--- src/vmeg_pkg.sv ---
// vmeg_pkg: shared types and constants of the voice mixer with envelope and lfo gain
// used by the lane modules, the mixer, the top level and the checker
`timescale 1ns / 1ps
`default_nettype none

package vmeg_pkg;

  localparam int unsigned VoiceCount = 4;
  localparam int unsigned SampleW    = 16;
  localparam int unsigned LevelW     = 16;
  localparam int unsigned SumW       = SampleW + $clog2(VoiceCount);
  localparam int unsigned CfgIdxW    = 1;
  localparam int unsigned CfgDataW   = 16;

  localparam logic [LevelW-1:0] Unity = 16'h8000;

  // register indexes of the configuration port
  localparam logic [CfgIdxW-1:0] CfgEnvAmount = 1'd0;
  localparam logic [CfgIdxW-1:0] CfgLfoAmount = 1'd1;

  typedef logic signed [SampleW-1:0] sample_t;
  typedef logic [LevelW-1:0]         level_t;

  typedef struct packed {
    sample_t voice_a;
    sample_t voice_b;
    sample_t voice_c;
    sample_t voice_d;
    level_t  env_a;
    level_t  env_b;
    level_t  env_c;
    level_t  env_d;
    level_t  lfo_level;
    logic    block_start;
  } frame_beat_t;

  typedef struct packed {
    sample_t mix_sample;
  } mix_beat_t;

  function automatic level_t clamp_unity(input level_t x);
    clamp_unity = (x > Unity) ? Unity : x;
  endfunction

endpackage

`default_nettype wire

--- src/vmeg_stream_if.sv ---
// vmeg_stream_if: valid/ready channel carrying one payload beat
// payload type is set at instantiation from vmeg_pkg types
`timescale 1ns / 1ps
`default_nettype none

interface vmeg_stream_if #(
  parameter type payload_t = logic
);
  logic     valid;
  logic     ready;
  payload_t payload;

  modport source (output valid, output payload, input ready);
  modport sink   (input valid, input payload, output ready);
endinterface

`default_nettype wire

--- src/vmeg_gain_lane.sv ---
// vmeg_gain_lane: modulation gain 1 - (1 - level) * amount in q1.15
// depends on vmeg_pkg for the level type and clamping
`timescale 1ns / 1ps
`default_nettype none

module vmeg_gain_lane
  import vmeg_pkg::*;
(
  input  level_t level_i,
  input  level_t amount_i,
  output level_t gain_o
);

  level_t      depth;
  level_t      amt;
  logic [31:0] prod;

  always_comb begin
    depth  = Unity - clamp_unity(level_i);
    amt    = clamp_unity(amount_i);
    prod   = 32'(depth) * 32'(amt);
    gain_o = Unity - prod[30:15];
  end

endmodule

`default_nettype wire

--- src/vmeg_voice_lane.sv ---
// vmeg_voice_lane: scales one voice by its gain and holds the result
// a zero sample keeps the held value unless clear_i is set; depends on vmeg_pkg
`timescale 1ns / 1ps
`default_nettype none

module vmeg_voice_lane
  import vmeg_pkg::*;
(
  input  logic    clk_i,
  input  logic    rst_ni,
  input  logic    en_i,
  input  logic    clear_i,
  input  sample_t voice_i,
  input  level_t  gain_i,
  output sample_t held_o
);

  logic signed [32:0] prod;
  logic signed [32:0] biased;
  logic signed [32:0] shifted;
  sample_t            held_d;
  sample_t            held_q;

  always_comb begin
    prod    = voice_i * $signed({1'b0, gain_i});
    // truncate toward zero
    biased  = prod + (prod[32] ? 33'sd32767 : 33'sd0);
    shifted = biased >>> 15;
    if (voice_i != '0) begin
      held_d = shifted[SampleW-1:0];
    end else if (clear_i) begin
      held_d = '0;
    end else begin
      held_d = held_q;
    end
  end

  always_ff @(posedge clk_i or negedge rst_ni) begin
    if (!rst_ni) begin
      held_q <= '0;
    end else if (en_i) begin
      held_q <= held_d;
    end
  end

  assign held_o = held_q;

endmodule

`default_nettype wire

--- src/vmeg_mix.sv ---
// vmeg_mix: sums the held lane values, applies the tremolo gain, saturates
// depends on vmeg_pkg for widths and types
`timescale 1ns / 1ps
`default_nettype none

module vmeg_mix
  import vmeg_pkg::*;
(
  input  sample_t held_i [VoiceCount],
  input  level_t  trem_gain_i,
  output sample_t mix_o
);

  localparam int unsigned ProdW = SumW + LevelW + 1;

  logic signed [SumW-1:0]  sum;
  logic signed [ProdW-1:0] prod;
  logic signed [ProdW-1:0] biased;
  logic signed [ProdW-1:0] scaled;

  always_comb begin
    sum = '0;
    for (int v = 0; v < VoiceCount; v++) begin
      sum = sum + SumW'(held_i[v]);
    end
    prod   = ProdW'(sum) * $signed({1'b0, trem_gain_i});
    biased = prod + (prod[ProdW-1] ? ProdW'(32767) : ProdW'(0));
    scaled = biased >>> 15;
    if (scaled > ProdW'(32767)) begin
      mix_o = 16'sh7fff;
    end else if (scaled < -ProdW'(32768)) begin
      mix_o = -16'sh8000;
    end else begin
      mix_o = scaled[SampleW-1:0];
    end
  end

endmodule

`default_nettype wire

--- src/voice_mixer_envelope_gain.sv ---
// voice_mixer_envelope_gain: four-voice mixer with envelope and lfo amplitude modulation
// depends on vmeg_pkg, vmeg_stream_if, vmeg_gain_lane, vmeg_voice_lane, vmeg_mix
//
// frame_i takes one frame beat (four samples, four envelope levels, lfo level,
// block start); mix_o gives one mixed sample beat for each frame.
// cfg_we_i/cfg_index_i/cfg_data_i write the envelope and lfo modulation
// amounts; write them only while no frame is in flight.
// a frame goes through gain update, lane scaling and mixing (ST_GAIN, ST_SCALE,
// ST_MIX): the result is loaded into the output register as the sequencer
// leaves ST_MIX, and frame_i.ready returns at that same edge, so the next
// frame cannot be taken before then; one frame is in flight at a time.
// the per-frame state (gains, held lane values, update phase) sets this limit.
// the output register lets the next frame be taken while a result waits; a
// stalled receiver then holds that frame in the mixing step until the
// output register frees up.
// reset sets all gains to 1.0, clears the held values, the update phase and
// both amounts; there is no clearing pass.
`timescale 1ns / 1ps
`default_nettype none

module voice_mixer_envelope_gain
  import vmeg_pkg::*;
#(
  parameter int unsigned UPDATE_LAST_PHASE = 10
) (
  input  logic                clk_i,
  input  logic                rst_ni,
  vmeg_stream_if.sink         frame_i,
  vmeg_stream_if.source       mix_o,
  input  logic                cfg_we_i,
  input  logic [CfgIdxW-1:0]  cfg_index_i,
  input  logic [CfgDataW-1:0] cfg_data_i
);

  localparam int unsigned PhaseW =
    (UPDATE_LAST_PHASE > 0) ? $clog2(UPDATE_LAST_PHASE + 1) : 1;

  typedef enum logic [1:0] {
    ST_IDLE,
    ST_GAIN,
    ST_SCALE,
    ST_MIX
  } state_e;

  state_e      state_q;
  logic        out_valid_q;
  mix_beat_t   out_q;
  frame_beat_t frame_q;

  level_t env_amount_q;
  level_t lfo_amount_q;

  level_t             voice_gain_q [VoiceCount];
  level_t             voice_gain_d [VoiceCount];
  level_t             gain_new     [VoiceCount];
  level_t             env_level    [VoiceCount];
  sample_t            voice_in     [VoiceCount];
  sample_t            held         [VoiceCount];
  level_t             trem_gain_q;
  level_t             trem_gain_d;
  level_t             trem_new;
  logic [PhaseW-1:0]  phase_q;
  logic [PhaseW-1:0]  phase_eff;
  logic [PhaseW-1:0]  phase_d;
  logic               recompute;
  logic               out_free;
  sample_t            mix_value;

  assign frame_i.ready = (state_q == ST_IDLE);
  assign mix_o.valid   = out_valid_q;
  assign mix_o.payload = out_q;
  assign out_free      = !out_valid_q || mix_o.ready;

  assign voice_in  = '{frame_q.voice_a, frame_q.voice_b, frame_q.voice_c, frame_q.voice_d};
  assign env_level = '{frame_q.env_a, frame_q.env_b, frame_q.env_c, frame_q.env_d};

  // configuration registers
  always_ff @(posedge clk_i or negedge rst_ni) begin
    if (!rst_ni) begin
      env_amount_q <= '0;
      lfo_amount_q <= '0;
    end else if (cfg_we_i) begin
      unique case (cfg_index_i)
        CfgEnvAmount: env_amount_q <= cfg_data_i;
        CfgLfoAmount: lfo_amount_q <= cfg_data_i;
        default: ;
      endcase
    end
  end

  // frame capture
  always_ff @(posedge clk_i) begin
    if (frame_i.valid && frame_i.ready) begin
      frame_q <= frame_i.payload;
    end
  end

  // gain lanes
  for (genvar v = 0; v < VoiceCount; v++) begin : g_gain
    vmeg_gain_lane u_gain (
      .level_i  (env_level[v]),
      .amount_i (env_amount_q),
      .gain_o   (gain_new[v])
    );
  end

  vmeg_gain_lane u_trem_gain (
    .level_i  (frame_q.lfo_level),
    .amount_i (lfo_amount_q),
    .gain_o   (trem_new)
  );

  always_comb begin
    phase_eff = frame_q.block_start ? '0 : phase_q;
    recompute = (phase_eff == '0) && (env_amount_q != '0 || lfo_amount_q != '0);
    phase_d   = (phase_eff >= PhaseW'(UPDATE_LAST_PHASE)) ? '0 : phase_eff + PhaseW'(1);
    for (int v = 0; v < VoiceCount; v++) begin
      if (recompute) begin
        voice_gain_d[v] = gain_new[v];
      end else if (frame_q.block_start) begin
        voice_gain_d[v] = Unity;
      end else begin
        voice_gain_d[v] = voice_gain_q[v];
      end
    end
    if (recompute) begin
      trem_gain_d = trem_new;
    end else if (frame_q.block_start) begin
      trem_gain_d = Unity;
    end else begin
      trem_gain_d = trem_gain_q;
    end
  end

  always_ff @(posedge clk_i or negedge rst_ni) begin
    if (!rst_ni) begin
      for (int v = 0; v < VoiceCount; v++) begin
        voice_gain_q[v] <= Unity;
      end
      trem_gain_q <= Unity;
      phase_q     <= '0;
    end else if (state_q == ST_GAIN) begin
      voice_gain_q <= voice_gain_d;
      trem_gain_q  <= trem_gain_d;
      phase_q      <= phase_d;
    end
  end

  // voice lanes
  for (genvar v = 0; v < VoiceCount; v++) begin : g_voice
    vmeg_voice_lane u_voice (
      .clk_i   (clk_i),
      .rst_ni  (rst_ni),
      .en_i    (state_q == ST_SCALE),
      .clear_i (frame_q.block_start),
      .voice_i (voice_in[v]),
      .gain_i  (voice_gain_q[v]),
      .held_o  (held[v])
    );
  end

  vmeg_mix u_mix (
    .held_i      (held),
    .trem_gain_i (trem_gain_q),
    .mix_o       (mix_value)
  );

  // sequencer and output register
  always_ff @(posedge clk_i or negedge rst_ni) begin
    if (!rst_ni) begin
      state_q     <= ST_IDLE;
      out_valid_q <= 1'b0;
      out_q       <= '0;
    end else begin
      if (state_q == ST_MIX && out_free) begin
        out_q.mix_sample <= mix_value;
        out_valid_q      <= 1'b1;
      end else if (mix_o.ready) begin
        out_valid_q <= 1'b0;
      end
      unique case (state_q)
        ST_IDLE: begin
          if (frame_i.valid) begin
            state_q <= ST_GAIN;
          end
        end
        ST_GAIN:  state_q <= ST_SCALE;
        ST_SCALE: state_q <= ST_MIX;
        ST_MIX: begin
          if (out_free) begin
            state_q <= ST_IDLE;
          end
        end
        default: state_q <= ST_IDLE;
      endcase
    end
  end

endmodule

`default_nettype wire

--- src/flat_wrapper.sv ---
// flat-port wrapper written by rule: the top's interface ports become plain ports
module voice_mixer_envelope_gain_flat import vmeg_pkg::*;
#(
  parameter int unsigned UPDATE_LAST_PHASE = 10
)
  (clk_i, rst_ni, cfg_we_i, cfg_index_i, cfg_data_i, frame_i_valid, frame_i_payload, frame_i_ready, mix_o_valid, mix_o_payload, mix_o_ready);
  vmeg_stream_if frame_i_i ();
  vmeg_stream_if mix_o_i ();
  input  logic clk_i;
  input  logic rst_ni;
  input  logic cfg_we_i;
  input  logic [CfgIdxW-1:0] cfg_index_i;
  input  logic [CfgDataW-1:0] cfg_data_i;
  input wire logic [$bits(frame_i_i.valid)-1:0] frame_i_valid;
  input wire logic [$bits(frame_i_i.payload)-1:0] frame_i_payload;
  output wire logic [$bits(frame_i_i.ready)-1:0] frame_i_ready;
  output wire logic [$bits(mix_o_i.valid)-1:0] mix_o_valid;
  output wire logic [$bits(mix_o_i.payload)-1:0] mix_o_payload;
  input wire logic [$bits(mix_o_i.ready)-1:0] mix_o_ready;
  assign frame_i_i.valid = frame_i_valid;
  assign frame_i_i.payload = frame_i_payload;
  assign frame_i_ready = frame_i_i.ready;
  assign mix_o_valid = mix_o_i.valid;
  assign mix_o_payload = mix_o_i.payload;
  assign mix_o_i.ready = mix_o_ready;
  voice_mixer_envelope_gain #(.UPDATE_LAST_PHASE(UPDATE_LAST_PHASE)) u_core (.clk_i(clk_i), .rst_ni(rst_ni), .frame_i(frame_i_i), .mix_o(mix_o_i), .cfg_we_i(cfg_we_i), .cfg_index_i(cfg_index_i), .cfg_data_i(cfg_data_i));
endmodule
--- config.mk ---
export PLATFORM = sky130hd
export DESIGN_NAME = voice_mixer_envelope_gain_flat
export DESIGN_NICKNAME = d
export VERILOG_FILES = /design/src/vmeg_pkg.sv /design/src/vmeg_stream_if.sv /design/src/vmeg_gain_lane.sv /design/src/vmeg_voice_lane.sv /design/src/vmeg_mix.sv /design/src/voice_mixer_envelope_gain.sv /design/src/flat_wrapper.sv
export SDC_FILE = /design/constraint.sdc
export NUM_CORES = 1
export LEC_CHECK = 0
export ABC_AREA = 1
export BUFFER_PORTS_ARGS = -buffer_cell sky130_fd_sc_hd__buf_2
export CAP_MARGIN = 10
export CORE_AREA = 2 2 39 41
export DETAILED_ROUTE_END_ITERATION = 8
export DIE_AREA = 0 0 41 43
export PLACE_DENSITY = 0.43
export SYNTH_ARGS = -nofsm -noshare
export SYNTH_HDL_FRONTEND = slang
export SYNTH_SLANG_ARGS = --single-unit
--- constraint.sdc ---
create_clock -name clk_i -period 2.25 [get_ports clk_i]
set_clock_uncertainty 0.1 [all_clocks]
set_input_delay 0 -clock clk_i [delete_from_list [all_inputs] [get_ports clk_i]]
set_output_delay 0 -clock clk_i [all_outputs]
set_load 0.01 [all_outputs]
==> Word-level counts from Yosys, hierarchy flattened <==
Index checks and enable logic that the tools add are counted.
{ "totals": {"rom_bits": 0, "latchBits": 0, "ram_bits": 0, "in_bits": 23, "register_bits": 73, "word_cells": 57, "n_memories": 0, "out_inout_bits": 3} }
{ "classes": {"muxes": 14, "shift": 0, "n_addsub": 6, "n_eq_ne": 5, "magnitude_cmp": 4, "bitwise": 1, "reduce_logical": 17, "div": 0, "n_mul": 1} }
{ "op_table": {"columns": ["operator", "n"], "rows": [
  ["$mux W16", 4],
  ["$add A35 B16 Y35", 1],
  ["$mul A18 B17 Y35", 1],
  ["$reduce_bool A16 Y1", 2],
  ["$gt A20 B16 Y1 const B", 1],
  ["$lt A20 B16 Y1 const B", 1],
  ["$add A17 B16 Y18", 1],
  ["$add A18 B16 Y18", 1],
  ["$add A16 B16 Y17", 1],
  ["$gt A16 B16 Y1 const B", 1],
  ["$sub A16 B16 Y16 const A", 1],
  ["$mux W15", 1],
  ["$reduce_and A2 Y1", 5],
  ["$mux W4", 2],
  ["$pmux W2 S4", 1],
  ["$add A4 B1 Y4 const B", 1],
  ["$eq A2 B2 Y1 const B", 2],
  ["$ge A4 B4 Y1 const B", 1],
  ["$logic_not A4 Y1", 1],
  ["$mux W1", 4],
  ["$mux W2", 2],
  ["$reduce_bool A2 Y1", 2],
  ["$logic_and A1 B1 Y1", 3],
  ["$eq A2 B1 Y1 const B", 1],
  ["other kinds (6)", 7]
]} }

==> Longest topological paths before layout <==
{ "depth": {"word_depth": 9, "mapped_depth": 6, "depth_no_buf": 6} }

==> Cells and area by module <==
Synthesis repeated with hierarchy kept, for this count alone.
{ "unflattened": {"cells_unflattened": 15784, "hier_area_um2": 113262.4} }
{ "modules_own_cells": {"columns": ["module", "instances", "area_each_um2", "cells_per_inst", "seq_area_each_um2"], "rows": [
  ["vmeg_gain_lane at u_core.g_gain[1].u_gain ...", 2, 9544.2, 1321, 0.0],
  ["vmeg_mix", 1, 14794.2, 2061, 0.0],
  ["vmeg_voice_lane at u_core.g_voice[3].u_voice", 1, 11489.8, 1630, 400.4],
  ["vmeg_voice_lane at u_core.g_voice[1].u_voice", 1, 11428.5, 1613, 400.4],
  ["vmeg_voice_lane at u_core.g_voice[2].u_voice", 1, 11320.9, 1635, 400.4],
  ["vmeg_voice_lane at u_core.g_voice[0].u_voice", 1, 11309.6, 1631, 400.4],
  ["vmeg_gain_lane at u_core.g_gain[3].u_gain", 1, 9716.8, 1364, 0.0],
  ["vmeg_gain_lane at u_core.g_gain[0].u_gain", 1, 9471.6, 1318, 0.0],
  ["vmeg_gain_lane at u_core.u_trem_gain", 1, 9405.3, 1306, 0.0],
  ["voice_mixer_envelope_gain", 1, 5237.5, 584, 3039.2]
]} }

==> Worst setup path before layout <==
No wires, ideal clock.
{ "synth_path": {"kind": "register to register", "start": "register u_core.state_q[0]", "end": "register u_core.state_q[1]", "required_ps": 2033, "setup_ps": 117, "arrival_ps": 894, "period_less_slack_ps": 1110, "path_buffers": 0, "slack_ps": 1140, "path_stages_with_launch": 7, "cell_sequence": "dfrtp_1 -> inv_1 -> ha_1 -> nand2_2 -> nand2_2 -> nand2_1 -> nand2_1"} }
{ "synth_between": {"elab_chain_len": 3, "elab_cells_between_ends": 8, "classes_between": "eq/ne: 5; mux: 1; reduce/logical: 2"} }
{ "synth_lines": {"columns": ["item", "line", "text"], "rows": [
  ["start: declaration", "voice_mixer_envelope_gain.sv:45", "state_e state_q;"],
  ["start signal: assignment", "voice_mixer_envelope_gain.sv:171", "state_q <= ST_IDLE;"],
  ["start signal: assignment", "voice_mixer_envelope_gain.sv:184", "state_q <= ST_GAIN;"],
  ["start signal: assignment", "voice_mixer_envelope_gain.sv:187", "ST_GAIN: state_q <= ST_SCALE;"],
  ["$logic_not A2 Y1 (*)", null, null],
  ["named net frame_i_ready", "flat_wrapper.sv:16", "output wire logic [$bits(frame_i_i.ready)-1:0] frame_i_ready;"],
  ["$ne A2 B2 Y1 (no line)", null, null],
  ["$reduce_and A2 Y1 (no line)", null, null]
]} }
The timed path passes the listed nets; every way through them passes the cells marked *.
A chain may end at the register's enable or synchronous reset.

==> Worst setup path after layout <==
{ "layout_path": {"start": "register u_core.state_q[0]", "end": "output port frame_i_ready"} }
{ "layout_between": {"elab_chain_len": 1} }
{ "layout_lines": {"columns": ["item", "line", "text"], "rows": [
  ["$logic_not A2 Y1", "voice_mixer_envelope_gain.sv:69", "assign frame_i.ready = (state_q == ST_IDLE);"],
  ["end: declaration", "flat_wrapper.sv:16", null]
]} }
Every way passes these cells.

==> results.toml <==
[pwr]
clockPowerShare = 0.257
max-vdd-ir-drop_mv = 0.554
p_leak_nw = 0.174
p_per_area_nw_per_um2 = 1200
power.switching_uw = 137
swShare = 0.378
seqPwrFrac = 0.298
p_int_uw = 225
pwr-share-comb = 0.445

[timing]
fmax_ghz = 0.877
finalCritPeriodShare = 0.507
layout_setup_ws_ps = 1110
fin_crit_ps = 1140
whs_ps = 28.8
setup_viol = 0
slew_viol_final = 0
rsz0062_at_grt = "false"
hold_viol_final = 0
finalSetupTns_ps = 0

[floorplan]
dieArea_um2 = 1760
fp-row-count = 14
die_h_um = 43
start_util = 0.149
io_pins = 26
core_area_um2 = 1380
die_w_um = 41

[clocking]
htreeDepth = 1
clock-root-buffer = "clkbuf_4"
cts_buffer_depth = 2
clock_sinks = 3
clk_latency_ps = 230
cts_inserted_buffers = 3
cts-resized-gates = 0
cts_hold_buf = 3
cts_setup_buffers = 0
cts_tree = "yes"
clkTransAtPathRegs_ps = 40

[logic_synthesis]
syn-mean-instance-area_um2 = 8.26
ys_ff_latch = 3
synth_top_family_by_area = "simple AND/OR/NAND/NOR gates"
yosysUniqueCellTypes = 10
synth_xor_xnor_area_share = 0
syn-cell-area_um2 = 206
syn_nets = 51
synthCells = 25
synth_compound_area_frac = 0.0424
ys_seq_area_frac = 0.364
ys_warn_count = 0
synthMuxAreaShare = 0
synthAdderAreaFrac = 0.182
synthSimpleGateAreaFrac = 0.248

[placement]
post-place-ws_ps = 1120
numPortBuffers = 5
place_inst = 45
routabilityCongestion = 0.689
dpl.hpwl_um = 247

[global_route]
grt_max_degree = 5
antenna_found_initial = 0
grt-ovfl-total = 0
grt.busiest_layer = "met4"
grt_pass1_vias = 172
track_usage = 0.0614
grtUsageMet1 = 0.0680
met3_usage = 0.0314
met2_usage = 0.0688
grt_first_pass_wirelength_um = 648

[route]
drcViolationCount = 0
route.antenna.remaining_nets = 0
firstDrtPassIters = 4
wl_per_cell_um = 6.23
via_per_inst = 3.19
drtIter0Drc = 2
vias = 166
totalWireLength_um = 324

[status]
status = "finished clean"

[worst_hold_path]
hp-start = "frame_i_valid"
hold_path_class = "in2reg"

[setup_path]
worstSetupStartpoint = "u_core.state_q[0]$_DFFE_PN0P_"
end_kind = "output port"
critPathMaxFanout = 3
reg2reg_slack_ps = 1130
required_ps = 2150
crit_path_start_kind = "flip-flop"
r2r_start = "u_core.state_q[0]$_DFFE_PN0P_"
path_class = "reg2out"
cp_data_arrival_time_ps = 1040

[job]
maxCapViolCount = 0

[cells_and_area]
n_antenna_cell = 0
syn_to_final_growth_pct = 45.5
drive_gt1_frac = 0.333
finalNetCount = 63
finish.utilization = 0.217
instances_no_fill = 52
-- layer usage --
layer  part of all wire  vias up
li1                   -       93
met5                  0        -
met4                  0        0
met2               0.47        6
met3              0.096        0
met1               0.43       67
-- cell usage in the layout, fill, tap and decap left out --
| master | n |
|---|---|
| a21o_2 | 1 |
| buf_2 | 5 |
| clkbuf_1 | 1 |
| clkbuf_4 | 3 |
| conb_1 | 1 |
| dfrtp_1 | 3 |
| dlygate4sd3_1 | 3 |
| ha_1 | 3 |
| inv_1 | 6 |
| nand2_1 | 5 |
| nand2_2 | 2 |
| nand3_1 | 2 |
| nand3_2 | 1 |
-- worst paths after layout --
check | endpoint | cells after the start
worst max-delay path | frame_i_ready | 3
worst min-delay path | u_core.state_q[0]$_DFFE_PN0P_ | 5
worst max register to register | u_core.state_q[0]$_DFFE_PN0P_ | 6
worst min register to register | u_core.state_q[0]$_DFFE_PN0P_ | 2
max in group asynchronous | u_core.mix_o.valid$_DFFE_PN0P_ | 3
min in group asynchronous | u_core.state_q[1]$_DFFE_PN0P_ | 3
-- power groups by stage --
stage          combinational, mW  sequential, mW  clock, mW
3_5_place_dp               0.161           0.109          0
4_1_cts                    0.165           0.108     0.0993
6_report                   0.161           0.108     0.0930
5_1_grt                    0.192           0.114     0.0998
3_3_place_gp               0.163           0.109          0
2_1_floorplan              0.121           0.108          0
-- synthesized netlist by cell type --
cell,count,area [µm²]
nand2_2,2,12.5
conb_1,1,3.75
ha_1,3,37.5
dfrtp_1,3,75.1
buf_4,1,7.51
nand2_1,5,18.8
nand3_1,2,10.0
a21o_2,1,8.76
nand3_2,1,10.0
inv_1,6,22.5
-- stage by stage --
stage	instance area (µm²)	total power, mW
after CTS	300	0.373
after global routing	300	0.406
after global placement	244	0.272
final	300	0.362
after floorplan	206	0.229
after detailed placement	244	0.270
-- worst max-delay path: stages (launching register included) --
cell and delay (ps):
dfrtp_1 390, inv_1 80, ha_1 200, buf_2 150
-- flip-flops by register name, indices dropped and copies added, names as in the netlist --
signal and flops:
u_core.state_q 2, u_core.mix_o.valid 1
-- cell families (layout without fill, tap and decap cells) --
kind of cell             count (synthesis)  in the layout
flip-flops                               3              3
AND/OR/NAND/NOR                         10             10
adder cells (fa/ha/maj)                  3              3
other                                    1              1
buffers and inverters                    7             18
AO/OA/AOI/OAI                            1              1
-- cell type report --
class / instances / area (µm²)
clock buffers: 4 / 26.3
fillers: 155 / 1080
inverters: 6 / 22.5
multi-input cells: 15 / 101
flip-flops and latches: 3 / 75.1
well taps: 16 / 20.0
repair buffers: 8 / 55.1
(Power assumes the default switching activity.)
